### config.mk
export PLATFORM = sky130hd
export DESIGN_NAME = lambda_language_tokenizer
export DESIGN_NICKNAME = d
export VERILOG_FILES = /design/src/sv/llt_pkg.sv /design/src/sv/lambda_language_tokenizer.sv
export SDC_FILE = /design/constraint.sdc
export NUM_CORES = 1
export LEC_CHECK = 0
export BUFFER_PORTS_ARGS = -buffer_cell sky130_fd_sc_hd__clkbuf_2
export CORE_ASPECT_RATIO = 1.25
export CORE_MARGIN = 2
export CORE_UTILIZATION = 30
export CTS_CLUSTER_SIZE = 14
export DETAILED_ROUTE_END_ITERATION = 7
export PLACE_DENSITY = 0.56
export SLEW_MARGIN = 10
export SYNTH_ARGS = -nofsm -noshare
export SYNTH_HDL_FRONTEND = slang
export SYNTH_SLANG_ARGS = --single-unit
### constraint.sdc
create_clock -name clk_i -period 16.3 [get_ports clk_i]
set_clock_uncertainty 0.15 [all_clocks]
set_input_delay 2.445 -clock clk_i [delete_from_list [all_inputs] [get_ports clk_i]]
set_output_delay 2.445 -clock clk_i [all_outputs]
set_load 0.005 [all_outputs]
### src/sv/llt_pkg.sv
// ----------------------------------------------------------------------------
// llt_pkg: shared types and constants for the lambda language tokenizer
// Token kinds, operator codes, lexer modes, keyword table and result records.
// ----------------------------------------------------------------------------
package llt_pkg;

  // longest identifier that is echoed byte by byte
  localparam int unsigned MAX_WORD_LEN = 63;

  // number of keywords and length of the stored identifier prefix
  localparam int unsigned NUM_KW    = 8;
  localparam int unsigned KW_BYTES  = 5;

  // token kinds
  localparam logic [4:0] K_EOF    = 5'd0;
  localparam logic [4:0] K_INT    = 5'd1;
  localparam logic [4:0] K_IDENT  = 5'd2;
  localparam logic [4:0] K_KW_LET = 5'd3;
  localparam logic [4:0] K_LAMBDA = 5'd11;
  localparam logic [4:0] K_DOT    = 5'd12;
  localparam logic [4:0] K_LPAREN = 5'd13;
  localparam logic [4:0] K_RPAREN = 5'd14;
  localparam logic [4:0] K_EQ     = 5'd15;
  localparam logic [4:0] K_COLON  = 5'd16;
  localparam logic [4:0] K_ARROW  = 5'd17;
  localparam logic [4:0] K_SEMI   = 5'd18;
  localparam logic [4:0] K_OP     = 5'd19;
  localparam logic [4:0] K_ERROR  = 5'd20;
  localparam logic [4:0] K_TEXT   = 5'd21;

  // operator codes for kind op
  localparam logic [2:0] OP_ADD = 3'd0;
  localparam logic [2:0] OP_MUL = 3'd1;
  localparam logic [2:0] OP_SUB = 3'd2;
  localparam logic [2:0] OP_EQ  = 3'd3;
  localparam logic [2:0] OP_LT  = 3'd4;
  localparam logic [2:0] OP_LE  = 3'd5;
  localparam logic [2:0] OP_GT  = 3'd6;
  localparam logic [2:0] OP_GE  = 3'd7;

  // token in progress
  typedef enum logic [2:0] {
    MODE_IDLE    = 3'd0,
    MODE_NUM     = 3'd1,
    MODE_WORD    = 3'd2,
    MODE_COMMENT = 3'd3,
    MODE_EQ      = 3'd4,
    MODE_MINUS   = 3'd5,
    MODE_LT      = 3'd6,
    MODE_GT      = 3'd7
  } lex_mode_e;

  // keyword spellings, first byte in the low bits
  localparam logic [8*KW_BYTES-1:0] KW_PREFIX [NUM_KW] = '{
    40'h00_0074_656c,  // let
    40'h00_0063_6572,  // rec
    40'h00_0000_6e69,  // in
    40'h00_0000_6669,  // if
    40'h00_6e65_6874,  // then
    40'h00_6573_6c65,  // else
    40'h00_6575_7274,  // true
    40'h65_736c_6166   // false
  };
  localparam logic [5:0] KW_LEN [NUM_KW] = '{
    6'd3, 6'd3, 6'd2, 6'd2, 6'd4, 6'd4, 6'd4, 6'd5
  };

  // one result record
  typedef struct packed {
    logic [4:0]  kind;
    logic [2:0]  op_code;
    logic        at_line_start;
    logic [63:0] number;
    logic [7:0]  text_byte;
    logic [5:0]  text_index;
  } res_t;

  // all results caused by one input beat
  typedef struct packed {
    logic two;
    res_t r0;
    res_t r1;
  } entry_t;

  // class a finished identifier as keyword or plain identifier
  function automatic logic [4:0] kw_kind(logic [8*KW_BYTES-1:0] pre, logic [5:0] len);
    logic [4:0] k;
    k = K_IDENT;
    for (int i = 0; i < NUM_KW; i++) begin
      if (KW_LEN[i] == len && KW_PREFIX[i] == pre) begin
        k = K_KW_LET + 5'(i);
      end
    end
    return k;
  endfunction

endpackage

### src/sv/lambda_language_tokenizer.sv
// ----------------------------------------------------------------------------
// lambda_language_tokenizer: streaming lexer for a small lambda language
// Turns source bytes into tokens and identifier text records.
// ----------------------------------------------------------------------------
// One source byte is taken per cycle while stall_o is low. Each byte causes
// zero, one or two result beats; all of them are computed in the cycle the
// byte is taken and written as one entry into a two-entry result queue. The
// block sustains one byte per cycle while the output side takes a beat every
// cycle and no byte causes two results; a byte that causes two results is
// sent as two beats, last_o marking the second. stall_o rises while both
// queue entries are occupied. Byte 0 ends a source and emits EOF; a new
// source may follow at once.
module lambda_language_tokenizer
  import llt_pkg::*;
(
  input  logic               clk_i,
  input  logic               rst_ni,
  input  logic               valid_i,
  output logic               stall_o,
  input  logic [7:0]         ch_i,
  output logic               valid_o,
  input  logic               stall_i,
  output logic [4:0]         kind_o,
  output logic [2:0]         op_code_o,
  output logic               at_line_start_o,
  output logic signed [63:0] number_o,
  output logic [7:0]         text_byte_o,
  output logic [5:0]         text_index_o,
  output logic               last_o
);

  // lexer state
  lex_mode_e                mode_q, mode_d;
  logic                     nl_q, nl_d;
  logic [63:0]              acc_q, acc_d;
  logic [8*KW_BYTES-1:0]    pre_q, pre_d;
  logic [5:0]               len_q, len_d;

  // result queue
  entry_t     fifo_q [2];
  logic       wr_q, rd_q, sub_q;
  logic [1:0] cnt_q;

  logic   in_acc, push, pop, out_acc;
  logic   fv, f_tok, go_start, sv, nl_mid, is_dig, is_alpha;
  logic [3:0] dig;
  res_t   f, s;
  entry_t ent;
  res_t   cur;

  assign in_acc = valid_i && !stall_o;
  assign stall_o = (cnt_q == 2'd2);

  // byte classes
  assign is_dig   = (ch_i >= "0") && (ch_i <= "9");
  assign is_alpha = ((ch_i >= "a") && (ch_i <= "z")) || ((ch_i >= "A") && (ch_i <= "Z")) ||
                    (ch_i == "_");
  assign dig      = 4'(ch_i - 8'h30);

  // next state and results for one byte
  always_comb begin
    mode_d   = mode_q;
    nl_d     = nl_q;
    acc_d    = acc_q;
    pre_d    = pre_q;
    len_d    = len_q;
    fv       = 1'b0;
    f_tok    = 1'b0;
    go_start = 1'b0;
    f        = '0;
    f.at_line_start = nl_q;

    // finish or extend the token in progress
    unique case (mode_q)
      MODE_NUM: begin
        if (is_dig) begin
          acc_d = (acc_q << 3) + (acc_q << 1) + {60'b0, dig};
        end else begin
          fv       = 1'b1;
          f_tok    = 1'b1;
          f.kind   = K_INT;
          f.number = acc_q;
          go_start = 1'b1;
        end
      end
      MODE_WORD: begin
        if (is_alpha || is_dig) begin
          if (len_q < 6'(KW_BYTES)) begin
            pre_d = pre_q | ((8*KW_BYTES)'(ch_i) << {len_q[2:0], 3'b000});
          end
          if (len_q < 6'(MAX_WORD_LEN)) begin
            fv           = 1'b1;
            f.kind       = K_TEXT;
            f.text_byte  = ch_i;
            f.text_index = len_q;
            len_d        = len_q + 6'd1;
          end
        end else begin
          fv       = 1'b1;
          f_tok    = 1'b1;
          f.kind   = kw_kind(pre_q, len_q);
          go_start = 1'b1;
        end
      end
      MODE_COMMENT: begin
        go_start = (ch_i == 8'h00) || (ch_i == 8'h0a);
      end
      MODE_EQ: begin
        fv    = 1'b1;
        f_tok = 1'b1;
        if (ch_i == "=") begin
          f.kind    = K_OP;
          f.op_code = OP_EQ;
          mode_d    = MODE_IDLE;
        end else begin
          f.kind   = K_EQ;
          go_start = 1'b1;
        end
      end
      MODE_MINUS: begin
        if (ch_i == "-") begin
          mode_d = MODE_COMMENT;
        end else if (ch_i == ">") begin
          fv     = 1'b1;
          f_tok  = 1'b1;
          f.kind = K_ARROW;
          mode_d = MODE_IDLE;
        end else begin
          fv        = 1'b1;
          f_tok     = 1'b1;
          f.kind    = K_OP;
          f.op_code = OP_SUB;
          go_start  = 1'b1;
        end
      end
      MODE_LT, MODE_GT: begin
        fv     = 1'b1;
        f_tok  = 1'b1;
        f.kind = K_OP;
        if (ch_i == "=") begin
          f.op_code = (mode_q == MODE_LT) ? OP_LE : OP_GE;
          mode_d    = MODE_IDLE;
        end else begin
          f.op_code = (mode_q == MODE_LT) ? OP_LT : OP_GT;
          go_start  = 1'b1;
        end
      end
      default: begin
        go_start = 1'b1;
      end
    endcase

    // a finished token clears the newline flag
    nl_mid = f_tok ? 1'b0 : nl_q;
    nl_d   = nl_mid;

    // treat the byte as the start of the next token
    sv = 1'b0;
    s  = '0;
    s.at_line_start = nl_mid;
    if (go_start) begin
      mode_d = MODE_IDLE;
      if (ch_i == 8'h00) begin
        sv     = 1'b1;
        s.kind = K_EOF;
        nl_d   = 1'b0;
      end else if (ch_i == 8'h0a) begin
        nl_d = 1'b1;
      end else if ((ch_i == " ") || (ch_i == 8'h09) || (ch_i == 8'h0d)) begin
        nl_d = nl_mid;
      end else if (is_dig) begin
        mode_d = MODE_NUM;
        acc_d  = {60'b0, dig};
      end else if (is_alpha) begin
        mode_d       = MODE_WORD;
        pre_d        = (8*KW_BYTES)'(ch_i);
        len_d        = 6'd1;
        sv           = 1'b1;
        s.kind       = K_TEXT;
        s.text_byte  = ch_i;
        s.text_index = 6'd0;
      end else begin
        sv   = 1'b1;
        nl_d = 1'b0;
        case (ch_i)
          8'h5c:   s.kind = K_LAMBDA;
          ".":     s.kind = K_DOT;
          "(":     s.kind = K_LPAREN;
          ")":     s.kind = K_RPAREN;
          ":":     s.kind = K_COLON;
          ";":     s.kind = K_SEMI;
          "+": begin
            s.kind    = K_OP;
            s.op_code = OP_ADD;
          end
          "*": begin
            s.kind    = K_OP;
            s.op_code = OP_MUL;
          end
          "=": begin
            sv     = 1'b0;
            nl_d   = nl_mid;
            mode_d = MODE_EQ;
          end
          "-": begin
            sv     = 1'b0;
            nl_d   = nl_mid;
            mode_d = MODE_MINUS;
          end
          "<": begin
            sv     = 1'b0;
            nl_d   = nl_mid;
            mode_d = MODE_LT;
          end
          ">": begin
            sv     = 1'b0;
            nl_d   = nl_mid;
            mode_d = MODE_GT;
          end
          default: begin
            s.kind      = K_ERROR;
            s.text_byte = ch_i;
          end
        endcase
      end
    end

    // pack the results of this byte into one queue entry
    ent = '0;
    if (fv) begin
      ent.r0  = f;
      ent.r1  = s;
      ent.two = sv;
    end else begin
      ent.r0 = s;
    end
  end

  assign push = in_acc && (fv || sv);

  // lexer state registers
  always_ff @(posedge clk_i or negedge rst_ni) begin
    if (!rst_ni) begin
      mode_q <= MODE_IDLE;
      nl_q   <= 1'b0;
      acc_q  <= '0;
      pre_q  <= '0;
      len_q  <= '0;
    end else if (in_acc) begin
      mode_q <= mode_d;
      nl_q   <= nl_d;
      acc_q  <= acc_d;
      pre_q  <= pre_d;
      len_q  <= len_d;
    end
  end

  // result queue storage
  always_ff @(posedge clk_i) begin
    if (push) begin
      fifo_q[wr_q] <= ent;
    end
  end

  // output side
  assign valid_o = (cnt_q != 2'd0);
  assign cur     = sub_q ? fifo_q[rd_q].r1 : fifo_q[rd_q].r0;
  assign last_o  = sub_q || !fifo_q[rd_q].two;
  assign out_acc = valid_o && !stall_i;
  assign pop     = out_acc && last_o;

  assign kind_o          = cur.kind;
  assign op_code_o       = cur.op_code;
  assign at_line_start_o = cur.at_line_start;
  assign number_o        = signed'(cur.number);
  assign text_byte_o     = cur.text_byte;
  assign text_index_o    = cur.text_index;

  // queue pointers and beat counter
  always_ff @(posedge clk_i or negedge rst_ni) begin
    if (!rst_ni) begin
      wr_q  <= 1'b0;
      rd_q  <= 1'b0;
      sub_q <= 1'b0;
      cnt_q <= 2'd0;
    end else begin
      if (push) begin
        wr_q <= !wr_q;
      end
      if (out_acc) begin
        if (last_o) begin
          rd_q  <= !rd_q;
          sub_q <= 1'b0;
        end else begin
          sub_q <= 1'b1;
        end
      end
      if (push && !pop) begin
        cnt_q <= cnt_q + 2'd1;
      end else if (pop && !push) begin
        cnt_q <= cnt_q - 2'd1;
      end
    end
  end

`ifndef SYNTHESIS
  // queue never holds more than two entries
  a_cnt_bound: assert property (@(posedge clk_i) disable iff (!rst_ni)
    cnt_q != 2'd3)
    else $error("result queue overflow");

  // an identifier in progress always has at least one byte
  a_word_len: assert property (@(posedge clk_i) disable iff (!rst_ni)
    (mode_q == MODE_WORD) |-> (len_q != 6'd0))
    else $error("empty identifier in word mode");

  // end of source returns to idle with no pending newline
  a_eof_idle: assert property (@(posedge clk_i) disable iff (!rst_ni)
    (in_acc && (ch_i == 8'h00)) |=> ((mode_q == MODE_IDLE) && !nl_q))
    else $error("lexer not idle after end of source");
`endif

endmodule
Word-level counts from Yosys, hierarchy flattened. Memories as Yosys holds them, arrays and structs flattened. Cells that the tools add are included.

$add $sub $neg: 6. Multiply operators: 0. Divide/modulo/power cells: 0. Magnitude comparators: 8. Eq/ne operators: 39. Shifts and indexed selects: 1. Multiplexer cells: 114. Bitwise gates (word level): 1. Reduce and logical (&&, ||, !) cells: 43.

Operator list (number): $mux W64 (9); $mux W40 (9); $mux W87 (3); $eq A31 B40 Y1 const A (3); $mux W14 (8); $eq A8 B6 Y1 const B (12); $eq A15 B40 Y1 const A (2); $eq A23 B40 Y1 const A (2); $add A64 B4 Y64 (1); $add A64 B64 Y64 (1); $mux W5 (12); $mux W8 (7); $mux W6 (9); $eq A39 B40 Y1 const A (1); $or A40 B40 Y40 (1); $pmux W5 S8 (1); $shl A8 B6 Y40 (1); $mux W1 (31); $mux W3 (10); $pmux W5 S5 (1); $eq A8 B4 Y1 const B (3); $logic_and A1 B1 Y1 (17); $eq A8 B7 Y1 const B (2); $ge A8 B7 Y1 const B (2); 34 further kinds (64).

Bits in registers: 119. Latch bits: 0. RAM bits: 350. Memory bits (read-only): 0. Input bits: 12. Output and inout port bits: 90. Logic and storage cells: 222. Memories kept: 1.

Memory list: fifo_q (depth 2, bits a word 175, rd ports 1, clocked after Yosys merged registers in 0, write ports 1, RTL line lambda_language_tokenizer.sv:40) `entry_t fifo_q [2];`.

Logic depth before layout (Yosys ltp). Gate-level depths: netlist of run 1.

Word-level depth: 16. Mapped depth: 14. Mapped depth without buffers: 13.

Worst setup path after synthesis of run 1. No wires, ideal clock.

Path type: input port to flip-flop. From: input ch_i[0]. To: memory fifo_q[0][100] (netlist name) (enable). Setup time: 578 ps. Data arrival time: 8729 ps. Required time: 15572 ps. Slack: 6842 ps. Cell stages on the path: 9. Buffers on the path: 1. Cell sequence: buf_2 nor4_4 a221oi_2 nor4_4 a2111oi_4 nor3_2 nand2b_1 a21oi_2 nor2b_1.

Longest elaborated chain between the ends: 14. Elaborated cells between the ends (all ways): 46. Classes of those cells: order compare (6); eq/ne (9); mux (18); reduce/logical (13).

RTL lines: start: declaration (RTL line lambda_language_tokenizer.sv:20) `input logic [7:0] ch_i,`; $ge A8 B7 Y1 or $le A8 B7 Y1 (tied branches) (RTL line lambda_language_tokenizer.sv:56) `assign is_alpha = ((ch_i >= "a") && (ch_i <= "z")) || ((ch_i >= "A") && (ch_i <= "Z")) ||`; $logic_and A1 B1 Y1 (RTL line lambda_language_tokenizer.sv:56); $logic_or A1 B1 Y1 (2 in a row) (RTL line lambda_language_tokenizer.sv:56); $mux W1 (RTL line lambda_language_tokenizer.sv:174) `end else if (is_alpha) begin`; $mux W1 (RTL line lambda_language_tokenizer.sv:171) `end else if (is_dig) begin`; $mux W1 (RTL line lambda_language_tokenizer.sv:169) `end else if ((ch_i == " ") || (ch_i == 8'h09) || (ch_i == 8'h0d)) begin`; $mux W1 (RTL line lambda_language_tokenizer.sv:167) `end else if (ch_i == 8'h0a) begin`; $mux W1 (RTL line lambda_language_tokenizer.sv:163) `if (ch_i == 8'h00) begin`; $mux W1 (RTL line lambda_language_tokenizer.sv:161) `if (go_start) begin`; $logic_or A1 B1 Y1 (*) (RTL line lambda_language_tokenizer.sv:239) `assign push = in_acc && (fv || sv);`; $logic_and A1 B1 Y1 (*) (RTL line lambda_language_tokenizer.sv:239); net push (RTL line lambda_language_tokenizer.sv:44) `logic in_acc, push, pop, out_acc;`; $mux W1 (*) (RTL line lambda_language_tokenizer.sv:260) `if (push) begin`; $mux W1 (implied by the code) (*) (RTL line lambda_language_tokenizer.sv:261) `fifo_q[wr_q] <= ent;`; end: declaration (RTL line lambda_language_tokenizer.sv:40).

The timed path passes the listed nets; every way through them passes the cells marked *.

Worst setup path in the final report of run 1.
From: input ch_i[2]. To: memory fifo_q[0][134] (netlist name) (enable).

Same word-level chain as after synthesis.

==> results of run 1 <==
## state kept, by name, summed over array words and instances, names as in the netlist
signal / flops
pre_q: 40
fifo_q: 206
rd_q: 1
sub_q: 1
mode_q: 3
acc_q: 64
len_q: 6
wr_q: 1
cnt_q: 2
nl_q: 1
## power by group
group	internal [mW]	switching, mW
Clock	0.468	0.322
Sequential	1.13	0.156
Combinational	0.399	0.613
## area by class of cell
class	count	share of cell area (%)
Clock buffer	50	4.70
Clock inverter	12	0.627
Inverter	27	0.484
Multi-Input combinational cell	1285	42.5
Sequential cell	325	43.8
Tap cell	824	4.92
Timing Repair Buffer	114	2.99
## path summary, 6_finish.rpt
path / startpoint / to / slack [ns] / depth (start not counted)
min in group asynchronous: rst_ni / acc_q[26] / 1.87 / 1
hold reg to reg: pre_q[14] / pre_q[14] / 0.34 / 2
max in group asynchronous: rst_ni / sub_q / 12.73 / 2
setup / recovery: ch_i[2] / fifo_q[0][134] / 9.65 / 11
setup reg to reg: mode_q[2] / fifo_q[0][134] / 11.52 / 9
hold / removal: pre_q[14] / pre_q[14] / 0.34 / 2
## cell usage after synthesis, drive strengths merged (7+ instances only)
| cell type | instances | area [um2] |
|---|---|---|
| o211ai | 10 | 75.1 |
| a31oi | 18 | 119 |
| o21bai | 12 | 90.1 |
| clkbuf | 65 | 244 |
| nand2b | 15 | 93.8 |
| ha | 129 | 1610 |
| dfrtp | 119 | 2980 |
| xor2 | 32 | 280 |
| mux2i | 75 | 751 |
| nor4 | 26 | 214 |
| nor2b | 8 | 50.1 |
| mux4 | 15 | 338 |
| and3 | 72 | 450 |
| nor3 | 32 | 180 |
| o21a | 8 | 60.1 |
| nand3 | 28 | 140 |
| nand4 | 25 | 156 |
| xnor2 | 30 | 263 |
| buf | 30 | 145 |
| a21oi | 123 | 619 |
| inv | 27 | 101 |
| a21o | 29 | 218 |
| o31ai | 10 | 75.1 |
| a21boi | 7 | 52.6 |
| and2 | 29 | 181 |
| or4 | 9 | 67.6 |
| edfxtp | 206 | 6190 |
| a22o | 13 | 114 |
| nor2 | 182 | 693 |
| o21ai | 103 | 527 |
| or3 | 11 | 68.8 |
| nand2 | 151 | 582 |
## layer usage
| metal | vias to the layer above | global-route usage [%] | part of all wire, % | routed length (um) |
|---|---|---|---|---|
| li1 | 6537 | - | - | - |
| met1 | 6754 | 19.4 | 42 | 21500 |
| met2 | 299 | 29.3 | 51 | 26300 |
| met3 | 81 | 2.45 | 4.0 | 2070 |
| met4 | 0 | 5.23 | 2.7 | 1400 |
| met5 | - | 0 | 0 | 0 |
## through the flow
step	power (mW)	utilization [%]	hold WS (ns)
after floorplan	1.90	-	0.290
after global placement	2.32	32.5	0.314
after detailed placement	2.33	32.5	0.334
after CTS	3.13	34.3	0.345
after global routing	3.27	34.4	0.365
final	3.09	34.4	0.344
## worst max-delay path, stage by stage
cell       delay, ns
clkbuf_2        0.50
nor2_1          0.21
o21ba_2         0.38
nor4_4          0.47
a2111oi_4       0.12
nor3_2          0.35
nand2b_1        0.12
a21oi_2         0.27
nor2b_4         0.39
buf_4           0.61
buf_4           0.69
## cell families after synthesis
| logic type | Yosys count | synth area share (%) |
|---|---|---|
| DFF | 325 | 49.5 |
| xor gates and xnor gates | 62 | 2.93 |
| AOI/OAI and AO/OA | 385 | 13.2 |
| buffers and inverters | 122 | 2.65 |
| and+or+nand+nor | 615 | 16.8 |
| muxes | 92 | 6.00 |
| adders and majority gates | 131 | 8.94 |
==> out/results.tsv, run 1 <==
stage	metric	value	unit
critical_path	cp_data_required_time	16.32	ns
grt	grt_start_max_net_pins	90	
floorplan	num_rows	101	
final_layout	stdcell_count	2637	
clock_tree	clkLatencyLatePin	0.55	ns
hold_path	hp-class	flip-flop to flip-flop	
routing	dr.pass1.iters	5	
grt	grt_pass1_vias	13900	
pwr	powerDensity	147	nW/um2
final_layout	regArea	9170	um2
routing	drt_iter0_drc	819	
final_layout	fillers	6173	
critical_path	cp_data_arrival_time	6.66	ns
outcome	outcome	completed	
synth	synth_cell_type_count	88	
clock_tree	numCtsBuffers	35	
clock_tree	cts.sink_count	325	
place	portBuffers	101	
critical_path	cp_max_fo	49	
critical_path	critPathKind	input port to flip-flop	
routing	via_per_inst	5.18	
floorplan	fp.dieW	226	um
timing	slew_viol_final	0	
critical_path	worstSetupStartpointType	input port	
synth	avgSynthCellArea	10.7	um2
clock_tree	clk_pin_slew	0.06	ns
synth	syn_inst	1732	
clock_tree	cts_hold_buffers	0	
routing	wl_per_cell	19.4	um
timing	setup_slack	9.65	ns
timing	max_freq	0.150	GHz
grt	grt-ovfl-total	0	
synth	ys_async_sr_fraction	36.6	%
grt	antenna_found_initial	0	
place	place_inst	2574	
final_layout	multi_input_area	8890	um2
timing	finalSetupTns	0	ns
floorplan	dieArea	63700	um2
grt	grt_pass1_wl	80600	um
clock_tree	cts_root_buf	clkbuf_16	
final_layout	area_delta_synth_final	13.1	%
clock_tree	cts_tree	yes	
synth	ys.flop_type	edfxtp_1	
timing	min_period	6.65	ns
critical_path	worst_setup_path_end_kind	flip-flop	
final_layout	final_cell_area	20900	um2
synth	ys_warn_count	0	
clock_tree	cts-resized-gates	0	
routing	dr_total_vias	13700	
pwr	power_leakage	8.99	nW
final_layout	drive_above_1_share	12.2	%
timing	fin_crit_sh	40.8	%
final_layout	layout_commonest_cell	edfxtp_1	
pwr	ir_worst_vdd	0.0677	mV
clock_tree	htree_levels	2	
final_layout	num-nets-final	1931	
final_layout	mostFrequentLayoutCells	edfxtp_1, nor2_1, nand2_1, ha_1, a21oi_1	
synth	synth_area	18500	um2
run	max_cap_viol_count	0	
synth	synth_edf_count	206	
routing	drcViolationCount	0	
routing	postRouteAntennaNets	0	
timing	max_slew_margin	31.1	%
grt	grt_usage	16.1	%
routing	wirelength	51300	um
place	gp_congestion	0.865	
floorplan	initial_core_util	30.4	%
synth	ys_ff_latch	325	
place	dpl_cell_area	19800	um2
floorplan	coreArea	60900	um2
place	dp_hpwl	36700	um
place	dp_slack	9.10	ns
floorplan	io_pins	102	
timing	worst_pin_slew	1.03	ns
floorplan	die_h	282	um
clock_tree	postCtsSetupRepairBufs	0	
timing	finalSetupViolCount	0	
final_layout	num_antenna_cells	0	
clock_tree	clockBufferDepth	3	
timing	rsz0062_at_grt	no	
synth	ys_seq_area_share	49.5	%
timing	finalHoldViolations	0	
synth	syn_nets	1875	
(Power assumes the default switching activity.)
==> inputs of run 2 (changes only) <==
Settings changed: ABC_AREA set to 1.
Clock period 16.3 ns to 6.7 ns, I/O delays scaled along.
==> out/results.tsv, run 2 <==
stage	metric	value	unit	change
final_layout	layout_commonest_cell	nand2_1		was edfxtp_1
synth	ys_seq_area_share	40.4	%	was 49.5%
synth	synth_cell_type_count	49		was 88
timing	setup_slack	2.24	ns	was 9.65 ns
clock_tree	clk_pin_slew	0.06	ns	about the same
critical_path	cp_max_fo	60		was 49
timing	min_period	4.46	ns	
routing	dr.pass1.iters	6		was 5
final_layout	regArea	9170	um2	about the same
final_layout	num-nets-final	3446		was 1931
synth	ys_ff_latch	325		unchanged
critical_path	worst_setup_path_end_kind	flip-flop		unchanged
clock_tree	cts_hold_buffers	0		unchanged
synth	synthTopCellsByCount	nand2_1, inv_1, nor2_1		was edfxtp_1, nor2_1, nand2_1
grt	grt_usage	18.6	%	was 16.1%
final_layout	drive_above_1_share	7.03	%	was 12.2%
critical_path	critPathKind	input port to flip-flop		unchanged
timing	finalSetupTns	0	ns	unchanged
pwr	power_leakage	12.8	nW	was 8.99 nW
synth	ys.flop_type	edfxtp_1		unchanged
critical_path	rr_worst_depth	12		was 9
place	dp_hpwl	55200	um	was 36700 um
grt	grt-ovfl-total	0		unchanged
synth	synth_area	22700	um2	was 18500 um2
pwr	powerDensity	408	nW/um2	was 147 nW/um2
timing	finalHoldViolations	0		unchanged
final_layout	area_delta_synth_final	11.5	%	was 13.1%
floorplan	num_rows	112		was 101
grt	antenna_found_initial	0		unchanged
routing	drt_iter0_drc	1530		was 819
synth	syn_inst	3254		was 1732
final_layout	largest-register	fifo_q		unchanged
routing	drcViolationCount	0		unchanged
synth	synth.top_cells.by_area	edfxtp_1, nand2_1, dfrtp_1, inv_1, nor2_1		was edfxtp_1, dfrtp_1, ha_1, mux2i_1, nor2_1
critical_path	regToRegEndpoint	fifo_q[0][166]		was fifo_q[0][134]
final_layout	mostFrequentLayoutCells	nand2_1, inv_1, nor2_1, edfxtp_1, o21ai_0		was edfxtp_1, nor2_1, nand2_1, ha_1, a21oi_1
final_layout	reg.largest.list	fifo_q x206, acc_q x64, pre_q x40		unchanged
synth	synth_edf_count	206		unchanged
place	gp_congestion	0.962		was 0.865
critical_path	worstSetupStartpointType	input port		unchanged
run	max_cap_viol_count	0		unchanged
final_layout	fillers	8170		was 6173
grt	grt_pass1_wl	114000	um	was 80600 um
hold_path	hp-class	input port to asynchronous set/reset pin		was flip-flop to flip-flop
outcome	outcome	completed		unchanged
pwr	ir_worst_vdd	0.179	mV	was 0.0677 mV
floorplan	io_pins	102		unchanged
clock_tree	cts_root_buf	clkbuf_16		unchanged
timing	worst_pin_slew	1.06	ns	was 1.03 ns
clock_tree	cts.sink_count	325		unchanged
critical_path	cp_data_required_time	6.94	ns	was 16.32 ns
routing	via_per_inst	4.77		was 5.18
clock_tree	numCtsBuffers	36		was 35
floorplan	coreArea	74800	um2	was 60900 um2
grt	grt_pass1_vias	19600		was 13900
timing	max_freq	0.224	GHz	
timing	slew_viol_final	0		unchanged
floorplan	die_h	312	um	was 282 um
place	dp_slack	1.65	ns	was 9.10 ns
pwr	power	10.3	mW	was 3.09 mW
synth	synth_largest_area_cell	edfxtp_1		unchanged
clock_tree	clockBufferDepth	3		unchanged
synth	avgSynthCellArea	6.98	um2	was 10.7 um2
clock_tree	htree_levels	2		unchanged
synth	ys_warn_count	0		unchanged
final_layout	multi_input_area	11100	um2	was 8890 um2
synth	synth_most_common_cell	nand2_1		was edfxtp_1
clock_tree	clkLatencyLatePin	0.57	ns	was 0.55 ns
critical_path	rr_startpoint	mode_q[1]		was mode_q[2]
clock_tree	cts_tree	yes		unchanged
synth	syn_nets	3397		was 1875
final_layout	largest_register_ffs	206		unchanged
final_layout	num_antenna_cells	0		unchanged
clock_tree	cts-resized-gates	0		unchanged
critical_path	regToRegSetupSlack	2.93	ns	was 11.52 ns
timing	finalSetupViolCount	0		unchanged
synth	yosys.area.top_type_share	27.2	%	was 33.4%
synth	ys_async_sr_fraction	36.6	%	unchanged
routing	wirelength	73100	um	was 51300 um
floorplan	fp.dieW	250	um	was 226 um
place	portBuffers	101		unchanged
timing	max_slew_margin	29.1	%	was 31.1%
routing	dr_total_vias	20500		was 13700
timing	fin_crit_sh	66.6	%	
floorplan	dieArea	77900	um2	was 63700 um2
floorplan	initial_core_util	30.3	%	was 30.4%
routing	wl_per_cell	17.0	um	was 19.4 um
critical_path	cp_data_arrival_time	4.70	ns	was 6.66 ns
timing	rsz0062_at_grt	no		unchanged
grt	grt_start_max_net_pins	71		was 90
routing	postRouteAntennaNets	0		unchanged
clock_tree	postCtsSetupRepairBufs	0		unchanged
run 2: cell count changes after synthesis, moves of 71 or more:
cell,change
o21ai_0,+80
inv_1,+461
nand3_1,+136
mux2i_1,-75
and3_1,-71
nor2_1,+268
nand2_1,+911
run 2: where the power goes:
group          total [mW]  switching [mW]  internal, mW
sequential           3.32           0.449          2.87
combinational        4.99            3.39          1.60
clock                2.01           0.866          1.14
total                10.3            4.70          5.62
run 2: metal layers:
layer / track usage, % / routed length [um]
met1: 22.8 / 31100
met3: 1.94 / 2600
met2: 33.1 / 36500
met5: 0 / 0
met4: 7.46 / 2820
run 2: logic make-up after synthesis:
| logic type | synth area share [%] |
|---|---|
| compound gates | 8.90 |
| simple gates | 32.0 |
| fa+ha+maj | 7.28 |
| flops | 40.4 |
| xor+xnor | 0.810 |
| buf+inv | 10.7 |
run 2: worst max-delay path: stages:
cell      delay (ns)
clkbuf_2        0.31
inv_2           0.09
nand2_1         0.16
inv_2           0.05
nand2_1         0.05
nand3_1         0.08
nand2_2         0.35
nand2_2         0.36
nand3_2         0.20
nor2_4          0.06
nand2_8         0.21
buf_4           0.56
nand2_2         0.59
inv_2           0.32
nand2_1         0.11
o21ai_1         0.17
run 2: how the worst max path moves through the flow:
| stage | startpoint | endpoint | slack [ns] | cells past startpoint |
|---|---|---|---|---|
| 2_1_floorplan | ch_i[3] | fifo_q[1][100] | 1.09 | 16 |
| 3_3_place_gp | ch_i[1] | fifo_q[0][166] | 1.74 | 16 |
| 3_5_place_dp | ch_i[1] | fifo_q[1][166] | 1.65 | 16 |
| 4_1_cts | ch_i[1] | fifo_q[0][166] | 2.22 | 16 |
| 5_1_grt | ch_i[1] | fifo_q[1][166] | 1.97 | 16 |
| 6_report | ch_i[1] | fifo_q[0][166] | 2.24 | 16 |
run 2: final cells by class:
type | instances | share of cell area (%)
clock inverters | 18 | 0.667
inverters | 508 | 7.56
repair buffers | 121 | 2.76
clock buffers | 47 | 3.96
multi-input cells | 2311 | 44.0
well taps | 969 | 4.79
flip-flops and latches | 325 | 36.2
run 2: through the flow:
step / util, % / instances / hold WS (ns) / instance area [um2]
2_1_floorplan: - / 3254 / 0.292 / 22700
3_3_place_gp: 32.3 / 4234 / 0.317 / 24100
3_5_place_dp: 32.3 / 4234 / 0.309 / 24100
4_1_cts: 33.8 / 4299 / 0.310 / 25300
5_1_grt: 33.8 / 4299 / 0.340 / 25300
6_report: 33.8 / 4299 / 0.293 / 25300
==> inputs of run 3 (changes only) <==
Clock period 6.7 ns to 4.4 ns, I/O delays scaled along.
==> out/results.tsv, run 3 (synthesis results as in run 2) <==
stage	metric	value	unit	change
place	dp_slack	0.631	ns	was 1.65 ns
grt	antenna_found_initial	1		was 0
place	portBuffers	101		unchanged
hold_path	hp-class	input port to flip-flop		was input port to asynchronous set/reset pin
grt	grt_usage	18.8	%	was 18.6%
routing	drcViolationCount	0		unchanged
critical_path	cp_data_required_time	3.59	ns	was 6.94 ns
floorplan	fp.dieW	250	um	unchanged
final_layout	drive_above_1_share	7.44	%	was 7.03%
critical_path	slowest_stage	dfrtp_4		was nand2_2
clock_tree	clockBufferDepth	3		unchanged
place	dpl_cell_area	24300	um2	was 24100 um2
timing	min_period	3.49	ns	
clock_tree	numCtsBuffers	38		was 36
timing	finalSetupTns	0	ns	unchanged
clock_tree	cts_hold_buffers	1		was 0
critical_path	critPathKind	flip-flop to primary output		was input port to flip-flop
floorplan	initial_core_util	30.3	%	unchanged
clock_tree	cts_root_buf	clkbuf_16		unchanged
timing	setup_slack	0.912	ns	was 2.24 ns
critical_path	cpPeakStageDelay	0.71	ns	was 0.59 ns
floorplan	io_pins	102		unchanged
timing	finalHoldViolations	0		unchanged
floorplan	die_h	312	um	unchanged
critical_path	cp_data_arrival_time	2.68	ns	was 4.70 ns
place	gp_congestion	0.966		was 0.962
floorplan	coreArea	74800	um2	unchanged
routing	postRouteAntennaNets	0		unchanged
timing	finalSetupViolCount	0		unchanged
pwr	power	16.1	mW	was 10.3 mW
routing	via_per_inst	4.80		was 4.77
final_layout	mostFrequentLayoutCells	nand2_1, inv_1, nor2_1, edfxtp_1, o21ai_0		unchanged
final_layout	area_delta_synth_final	12.7	%	was 11.5%
clock_tree	cts.sink_count	325		unchanged
final_layout	layout_commonest_cell	nand2_1		unchanged
final_layout	num-nets-final	3459		was 3446
routing	dr.pass1.iters	5		was 6
clock_tree	clk_pin_slew	0.06	ns	about the same
clock_tree	cts-resized-gates	0		unchanged
critical_path	crit_chain	inv_4 > buf_12 > o21ai_0 > o22ai_1 > clkbuf_2		was clkbuf_2 > inv_2 > nand2_1 > inv_2 > nand2_1 > nand3_1 > nand2_2 > nand2_2 > nand3_2 > nor2_4 > nand2_8 > buf_4 > nand2_2 > inv_2 > nand2_1 > o21ai_1
routing	dr_total_vias	20700		was 20500
critical_path	cp_max_fo	60		unchanged
clock_tree	htree_levels	2		unchanged
grt	grt_pass1_vias	19800		was 19600
floorplan	num_rows	112		unchanged
timing	worst_pin_slew	1.08	ns	was 1.06 ns
place	place_inst	4244		was 4234
final_layout	largest_register_ffs	206		unchanged
timing	max_slew_margin	27.6	%	was 29.1%
place	dp_hpwl	55800	um	was 55200 um
timing	rsz0062_at_grt	no		unchanged
grt	grt_start_max_net_pins	104		was 71
critical_path	worst_setup_path_end_kind	primary output		was flip-flop
grt	grt_pass1_wl	115000	um	was 114000 um
routing	wl_per_cell	17.1	um	was 17.0 um
pwr	power_leakage	12.9	nW	was 12.8 nW
timing	slew_viol_final	0		unchanged
run	max_cap_viol_count	0		unchanged
final_layout	stdcell_count	4315		was 4299
routing	drt_iter0_drc	1472		was 1530
pwr	ir_worst_vdd	0.363	mV	was 0.179 mV
clock_tree	postCtsSetupRepairBufs	0		unchanged
clock_tree	clkLatencyLatePin	0.59	ns	was 0.57 ns
floorplan	dieArea	77900	um2	unchanged
final_layout	largest-register	fifo_q		unchanged
timing	max_freq	0.287	GHz	
grt	grt-ovfl-total	0		unchanged
final_layout	final_cell_area	25600	um2	was 25300 um2
final_layout	reg.largest.list	fifo_q x206, acc_q x64, pre_q x40		unchanged
critical_path	worstSetupStartpointType	flip-flop		was input port
outcome	outcome	completed		unchanged
clock_tree	cts_tree	yes		unchanged
timing	fin_crit_sh	79.3	%	
pwr	powerDensity	627	nW/um2	was 408 nW/um2
routing	wirelength	73900	um	was 73100 um
[run 3: cell types whose count changed in the layout (fill, tap and decap cells not counted), sizes merged]
cell,before,now
dlygate4sd3,0,1
clkinvlp,4,5
bufinv,2,4
inv,511,510
diode,0,1
clkinv,9,11
buf,21,31
[run 3: where the power goes]
part | internal (mW) | switching, mW
combinational | 2.50 | 5.24
sequential | 4.38 | 0.658
clock | 1.89 | 1.39
[run 3: cell type report]
class	instances	area [um2]
Antenna cell	1	2.50
Clock buffer	47	1000
Clock inverter	22	282
Fill cell	8121	49200
Inverter	508	1920
Multi-Input combinational cell	2311	11100
Sequential cell	325	9170
Tap cell	969	1210
Timing Repair Buffer	132	856
[run 3: routing by layer]
layer / vias up / wire, um / GRT usage (%) / part of all wire, %
li1: 10400 / - / - / -
met1: 9660 / 32100 / 23.8 / 43
met5: - / 0 / 0 / 0
met2: 479 / 36200 / 32.9 / 49
met4: 0 / 2510 / 6.65 / 3.4
met3: 123 / 3110 / 2.13 / 4.2
[run 3: final timing paths]
kind | cells past startpoint | end | slack, ns | startpoint
max | 5 | op_code_o[0] | 0.91 | rd_q
min | 4 | sub_q | 0.20 | stall_i
max reg2reg | 13 | fifo_q[1][126] | 1.05 | len_q[1]
min reg2reg | 2 | wr_q | 0.33 | wr_q
max in group asynchronous | 3 | acc_q[22] | 2.66 | rst_ni
min in group asynchronous | 2 | len_q[0] | 0.51 | rst_ni
[run 3: metrics by stage]
stage / hold WS, ns / utilization, %
after global placement: 0.306 / 32.5
after CTS: 0.177 / 34.2
after global routing: 0.225 / 34.2
final: 0.199 / 34.2
after floorplan: 0.214 / -
after detailed placement: 0.313 / 32.5
[run 3: critical path: cells and delay by family, from the launching register on]
kind | cells | cell delay (ns)
DFF | 1 | 0.71
AOI/OAI and AO/OA | 2 | 0.30
buffers and inverters | 3 | 1.04
